`src/sv/bsc_pkg.sv`:
```
// Shared constants, types and helpers for the bounding sphere block.
package bsc_pkg;

	localparam int MAX_VERTICES = 1024;
	localparam int COORD_W      = 32;
	localparam int ADDR_W       = $clog2(MAX_VERTICES);
	localparam int CNT_W        = $clog2(MAX_VERTICES + 1);
	localparam int SQ_W         = 64;
	localparam int ROOT_W       = 32;
	localparam int RADIUS_W     = 33;

	typedef struct packed {
		logic signed [31:0] x;
		logic signed [31:0] y;
		logic signed [31:0] z;
	} vertex_t;

	// keep the low COORD_W bits of a coordinate, sign-extended to 32
	function automatic logic signed [31:0] sext_coord(input logic [31:0] raw);
		logic signed [COORD_W-1:0] v;
		v = raw[COORD_W-1:0];
		return 32'(v);
	endfunction

endpackage

```
`src/sv/bsc_isqrt.sv`:
```
// Floor square root of a 64-bit value, one result bit per cycle.
module bsc_isqrt (
	input  logic                       clk,
	input  logic                       arst_n,
	input  logic                       go,
	input  logic [bsc_pkg::SQ_W-1:0]   radicand,
	output logic                       done,
	output logic [bsc_pkg::ROOT_W-1:0] root
);

	localparam int REM_W = bsc_pkg::ROOT_W + 4;
	localparam int ITER_W = $clog2(bsc_pkg::ROOT_W);

	logic                       run_q, done_q;
	logic [ITER_W-1:0]          cnt_q;
	logic [bsc_pkg::SQ_W-1:0]   x_q;
	logic [REM_W-1:0]           rem_q;
	logic [bsc_pkg::ROOT_W-1:0] root_q;
	logic [REM_W-1:0]           rem_sh, trial, rem_next;
	logic                       ge;

	always_comb begin
		rem_sh   = {rem_q[REM_W-3:0], x_q[bsc_pkg::SQ_W-1 -: 2]};
		trial    = {2'b00, root_q, 2'b01};
		ge       = rem_sh >= trial;
		rem_next = ge ? rem_sh - trial : rem_sh;
	end

	always_ff @(posedge clk or negedge arst_n) begin
		if (!arst_n) begin
			run_q  <= 1'b0;
			done_q <= 1'b0;
			cnt_q  <= '0;
		end else begin
			done_q <= 1'b0;
			if (go) begin
				run_q <= 1'b1;
				cnt_q <= '0;
			end else if (run_q) begin
				cnt_q <= cnt_q + 1'b1;
				if (cnt_q == ITER_W'(bsc_pkg::ROOT_W - 1)) begin
					run_q  <= 1'b0;
					done_q <= 1'b1;
				end
			end
		end
	end

	always_ff @(posedge clk) begin
		if (go) begin
			x_q    <= radicand;
			rem_q  <= '0;
			root_q <= '0;
		end else if (run_q) begin
			x_q    <= {x_q[bsc_pkg::SQ_W-3:0], 2'b00};
			rem_q  <= rem_next;
			root_q <= {root_q[bsc_pkg::ROOT_W-2:0], ge};
		end
	end

	assign done = done_q;
	assign root = root_q;

endmodule

```
`config.mk`:
```
export PLATFORM = sky130hd
export DESIGN_NAME = bsc_isqrt
export DESIGN_NICKNAME = d
export VERILOG_FILES = /design/src/sv/bsc_pkg.sv /design/src/sv/bsc_isqrt.sv
export SDC_FILE = /design/constraint.sdc
export NUM_CORES = 1
export LEC_CHECK = 0
export ABC_AREA = 1
export BUFFER_PORTS_ARGS = -buffer_cell sky130_fd_sc_hd__buf_2
export CORE_MARGIN = 2
export CORE_UTILIZATION = 43
export CTS_BUF_LIST = sky130_fd_sc_hd__clkbuf_4 sky130_fd_sc_hd__clkbuf_8
export DETAILED_ROUTE_END_ITERATION = 10
export SKIP_LAST_GASP = 1
export SLEW_MARGIN = 40
export SYNTH_ARGS = -nofsm -noshare
export SYNTH_HDL_FRONTEND = slang
export SYNTH_SLANG_ARGS = --single-unit
```
`constraint.sdc`:
```
create_clock -name clk -period 6.7 [get_ports clk]
set_clock_uncertainty 0.15 [all_clocks]
set_input_delay 1.34 -clock clk [delete_from_list [all_inputs] [get_ports clk]]
set_output_delay 1.34 -clock clk [all_outputs]
set_load 0.05 [all_outputs]
```
==> impl_metrics.csv, run 1 <==
group,metric,value,unit
status,outcome,"completed",
final_layout,area_growth_syn_to_layout,13.5,%
power_and_ir_drop,comb_power_share,0.548,
worst_setup_path,start_kind,"primary input",
clock_tree,cts_sinks,137,
sta,fin_crit_sh,0.449,
detailed_routing,route.detailed.drc,0,
yosys,syn_inst,1112,
detailed_routing,dr.first_iter.drc_count,418,
floorplanning,fp.dieH,140,um
worst_setup_path,crit_type,"primary input to register",
sta,hold_viol_final,0,
clock_tree,clockBufferDepth,2,
worst_setup_path,worstPathCellList,"buf_2, buf_4, nor2_1, clkinv_2, nor2_1, o21ai_1, nand2_1",
yosys,syn-num-nets,1215,
floorplanning,start_util,0.440,
place,hpwl,13400,um
power_and_ir_drop,clockPowerShare,0.176,
global_route,grt_pass1_wl,31500,um
final_layout,post-route-util,0.499,
detailed_routing,via_per_inst,4.80,
global_route,antenna_found_initial,0,
power_and_ir_drop,p_sw_frac,0.473,
worst_setup_path,crit_fanout,46,
yosys,netlist_area,7960,um^2
detailed_routing,antenna_left,0,
clock_tree,clock_latency,0.48,ns
place,globalplace.congestion,0.905,
clock_tree,cts_root_buf,"clkbuf_8",
floorplanning,coreArea,18100,um^2
floorplanning,die_area,19600,um^2
worst_setup_path,r2r_slack,4.04,ns
worst_setup_path,end_kind,"register",
worst_setup_path,cpLargestDelayFamily,"buffers and inverters",
power_and_ir_drop,ir_worst_vdd,0.000186,V
yosys,synthTopCellsByArea,"edfxtp_1, nand2_1, dfxtp_1",
yosys,ys_ff_latch,137,
yosys,ys.flop_type,"dfxtp_1",
worst_setup_path,critPathBufInv,3,
final_layout,final_nets,1306,
clock_tree,numCtsBuffers,17,
sta,fmax,333,MHz
sta,setup_viol,0,
global_route,grt_use_total,0.197,
detailed_routing,wire_per_inst,12.8,um
sta,tightestPinTransition,0.665,ns
power_and_ir_drop,power.internal,2080,uW
global_route,grt_pass1_vias,6683,
clock_tree,clkTransAtPathRegs,0.09,ns
floorplanning,die_w,140,um
yosys,ys_warn_count,0,
final_layout,drive_above_1_share,0.131,
clock_tree,cts_tree,"done",
hold_path,min_path_type,"register to register",
yosys,yosys.area.top_type,"edfxtp_1",
detailed_routing,dr_total_vias,6938,
power_and_ir_drop,total_leakage_power,0.00465,uW
floorplanning,ioPinCount,100,
floorplanning,core.rowCount,49,
sta,fin_setup_tns,0,ns
place,numPortBuffers,99,
clock_tree,cts_setup_buffers,0,
sta,period_needed,3.01,ns
sta,rsz0062_at_grt,"no",
yosys,synthDistinctLibCells,42,
worst_setup_path,slowest_delay,0.47,ns
sta,final_max_slew_viol_count,0,
power_and_ir_drop,net-switching-power,1870,uW
yosys,async_reset_ff_frac,0.0511,
power_and_ir_drop,power_density,438,nW/um^2
yosys,yosysMostFrequentCell,"nand2_1",
power_and_ir_drop,seq_power_share,0.276,
clock_tree,ctsResizeCount,0,
yosys,synth_top_area_frac,0.242,
worst_setup_path,cp_common_cell,"nor2_1",
yosys,ys_seq_area_frac,0.430,
job,max_cap_violations,0,
sta,relSlewSlack,0.557,
worst_setup_path,cp_slowest_cell,"buf_2",
yosys,syn_avg_cell_area,7.16,um^2
yosys,ys_top_cells_by_count,"nand2_1, inv_1, nor2_1, dfxtp_1, edfxtp_1",
clock_tree,htreeDepth,4,
final_layout,antennaDiodeCount,0,
worst_setup_path,cp.arrival,3.21,ns
yosys,synth_edf_count,64,
detailed_routing,drt_wl_total,18500,um
worst_setup_path,crit_required,6.90,ns
global_route,grt_max_degree,70,
clock_tree,holdBufCountCts,0,
detailed_routing,drtPass1Iterations,6,
global_route,overflow,0,
placed cells by master, fill, tap and decap left out, drive strengths merged, types with 5 or more instances in the layout:
cell and count:
o211ai 5, nand4 7, xnor2 16, buf 105, o21bai 6, o21ai 43, clkbuf 18, edfxtp 64
nand3 37, dfrtp 7, nor2 78, inv 157, dfxtp 66, o22ai 33, a21oi 40, nand2 458
nor3 18, ha 36
metrics by stage:
stage / area, um^2 / total power (uW) / std cells / setup slack (ns) / hold WS, ns
finish: 9030 / 3960 / 1445 / 3.69 / 0.312
global route: 9030 / 4360 / 1445 / 3.43 / 0.329
CTS: 9010 / 3960 / 1444 / 3.41 / 0.314
detailed placement: 8620 / 3250 / 1412 / 3.04 / 0.299
global placement: 8610 / 3240 / 1412 / 3.10 / 0.296
floorplan: 7960 / 2820 / 1112 / 2.37 / 0.277
logic make-up after synthesis:
kind of cell / synth area share
adders and majority gates: 0.0566
xor gates and xnor gates: 0.0209
and+or+nand+nor: 0.308
DFF: 0.430
buffers and inverters: 0.0918
AOI/OAI and AO/OA: 0.0934
metal layers:
layer / vias up / part of all wire / global-route usage
met4: 0 / 0.015 / 0.0537
met2: 127 / 0.45 / 0.316
met3: 21 / 0.040 / 0.0444
met5: - / 0 / 0
li1: 3721 / - / -
met1: 3069 / 0.49 / 0.269
flip-flops by register name, indices dropped and copies added, names as in the netlist:
signal and flops:
done 1, x_q 64, root 32, run_q 1, rem_q 34, cnt_q 5
power by group through the flow:
stage | registers, uW | clock network, uW | logic, uW
2_1_floorplan | 1110 | 0 | 1720
3_3_place_gp | 1110 | 0 | 2130
3_5_place_dp | 1110 | 0 | 2140
4_1_cts | 1090 | 717 | 2150
5_1_grt | 1110 | 755 | 2500
6_report | 1090 | 698 | 2170
worst min-delay path, cell delays in order (launching register included):
cell     delay, ns
dfxtp_1       0.32
nand2_1       0.06
nand2_1       0.04
final timing paths:
kind                       cells after the start        end  startpoint
max                                            7  rem_q[29]          go
min                                            2  rem_q[33]   rem_q[33]
max reg2reg                                   12  rem_q[21]    root[22]
min reg2reg                                    2  rem_q[33]   rem_q[33]
max in group asynchronous                      1       done      arst_n
min in group asynchronous                      1   cnt_q[4]      arst_n
final cells by class:
type	count	area [um^2]
fill	1869	9050
timing repair buffer	105	557
sequential	137	3420
multi-input combinational	792	3810
clock inverter	14	150
inverter	150	568
tap	229	287
clock buffer	18	241
Note: power is estimated with default switching activity, not from simulation.
==> run 2, diff against run 1 <==
==> constraint.sdc (replaced) <==
create_clock -name clk -period 3.14 [get_ports clk]
set_clock_uncertainty 0.15 [all_clocks]
set_input_delay 0.628 -clock clk [delete_from_list [all_inputs] [get_ports clk]]
set_output_delay 0.628 -clock clk [all_outputs]
set_load 0.05 [all_outputs]
==> impl_metrics.csv, run 2 (synthesis gave the netlist of run 1 again) <==
group,metric,value,unit
status,outcome,"finished with violations",
status,violations,"DRC",
sta,period_needed,2.64,ns
sta,setup_viol,0,
place,numPortBuffers,99,
detailed_routing,dr.first_iter.drc_count,410,
global_route,grt_pass1_vias,6818,
final_layout,instances_no_fill,1449,
final_layout,antennaDiodeCount,0,
sta,relSlewSlack,0.530,
final_layout,regArea,3420,um^2
floorplanning,start_util,0.440,
detailed_routing,drtPass1Iterations,8,
global_route,grt_use_total,0.205,
worst_setup_path,cp.arrival,2.84,ns
final_layout,largest_reg_flops,64,
sta,tightestPinTransition,0.704,ns
worst_setup_path,end_kind,"register",
detailed_routing,drt_wl_total,19500,um
floorplanning,coreArea,18100,um^2
clock_tree,clkTransAtPathRegs,0.08,ns
worst_setup_path,start_kind,"register",
worst_setup_path,r2r_cells,12,
sta,hold_viol_final,0,
detailed_routing,via_per_inst,4.85,
hold_path,hold_path_end,"x_q[1]",
sta,fin_setup_tns,0,ns
sta,final_max_slew_viol_count,0,
place,globalplace.congestion,0.956,
global_route,grt_pass1_wl,32500,um
final_layout,area_growth_syn_to_layout,14.0,%
global_route,overflow,0,
worst_setup_path,crit_fanout,26,
detailed_routing,wire_per_inst,13.4,um
place,hpwl,14500,um
clock_tree,cts_sinks,137,
job,max_cap_violations,0,
power_and_ir_drop,power_density,935,nW/um^2
floorplanning,die_w,140,um
clock_tree,htreeDepth,4,
final_layout,regMostFlops,"x_q",
clock_tree,numCtsBuffers,17,
final_layout,drive_above_1_share,0.133,
power_and_ir_drop,total_leakage_power,0.00467,uW
power_and_ir_drop,ir_worst_vdd,0.000520,V
final_layout,multi_input_area,3810,um^2
worst_setup_path,r2r_slack,0.50,ns
final_layout,final_nets,1311,
hold_path,min-delay-start,"radicand[1]",
clock_tree,cts_setup_buffers,0,
worst_setup_path,r2r_end,"rem_q[22]",
final_layout,final_common_cell,"nand2_1",
clock_tree,cts_root_buf,"clkbuf_8",
place,dp_cells,1417,
clock_tree,clockBufferDepth,2,
hold_path,min_path_type,"primary input to register",
detailed_routing,route.detailed.drc,3,
floorplanning,ioPinCount,100,
sta,fin_crit_sh,0.842,
clock_tree,cts_tree,"done",
final_layout,nFillCells,1886,
floorplanning,fp.dieH,140,um
final_layout,mostFrequentLayoutCells,"nand2_1, inv_1, buf_2",
sta,fmax,378,MHz
global_route,antenna_found_initial,0,
floorplanning,core.rowCount,49,
detailed_routing,antenna_left,0,
clock_tree,clock_latency,0.47,ns
worst_setup_path,crit_required,3.34,ns
global_route,grt_max_degree,53,
place,postPlaceCellArea,8660,um^2
worst_setup_path,r2r_start,"root[22]",
sta,rsz0062_at_grt,"no",
hold_path,min_path_cells,3,
detailed_routing,dr_total_vias,7028,
worst_setup_path,crit_type,"register to register",
final_layout,fin_area,9070,um^2
floorplanning,die_area,19600,um^2
## run 2: worst max path at each step
| stage | slack, ns | to | depth (start not counted) | from |
|---|---|---|---|---|
| global route | 0.21 | rem_q[22] | 12 | root[22] |
| finish | 0.50 | rem_q[22] | 12 | root[22] |
| CTS | 0.46 | rem_q[22] | 12 | root[22] |
| global placement | 0.51 | rem_q[24] | 15 | root[21] |
| floorplan | 0.57 | x_q[0] | 4 | go |
| detailed placement | 0.48 | rem_q[22] | 12 | root[22] |
## run 2: worst max-delay path, cell delays in order, from the launching register on
cell      delay, ns
dfxtp_1        0.33
inv_1          0.08
ha_1           0.36
nand2_1        0.13
nor2_1         0.21
nand2_1        0.13
nor3_2         0.19
nand3_2        0.11
nand4_4        0.26
buf_4          0.32
nand3_1        0.11
o211ai_1       0.10
nand2_1        0.06
## run 2: cell type report
cell class | instances | share of cell area
sequential | 137 | 0.377
timing repair buffer | 110 | 0.0654
clock buffer | 17 | 0.0258
inverter | 150 | 0.0624
clock inverter | 14 | 0.0178
tap | 229 | 0.0316
multi-input combinational | 792 | 0.420
## run 2: power by group
group | leakage [uW] | internal (uW) | switching (uW) | total [uW]
Sequential | 0.00134 | 2160 | 171 | 2330
Clock | 0.000196 | 721 | 783 | 1500
Combinational | 0.00314 | 1610 | 3040 | 4650
## run 2: metrics by stage
stage,power [uW],setup slack [ns],utilization,hold slack (ns)
2_1_floorplan,6020,0.572,-,0.182
3_3_place_gp,6980,0.510,0.479,0.292
3_5_place_dp,6990,0.484,0.479,0.295
4_1_cts,8520,0.461,0.501,0.252
5_1_grt,9330,0.212,0.501,0.262
6_report,8480,0.497,0.501,0.276
## run 2: what timing repair did
| item | CTS | global route |
|---|---|---|
| resized for setup | 0 | 0 |
| hold buffers | 1 | 0 |
| endpoints found under the hold margin | 7 | 0 |
## run 2: routing by layer
metal	up-vias	global-route usage	part of all wire
met5	-	0	0
met4	0	0.0707	0.021
met3	27	0.0400	0.040
met2	154	0.338	0.45
met1	3117	0.271	0.49
li1	3730	-	-
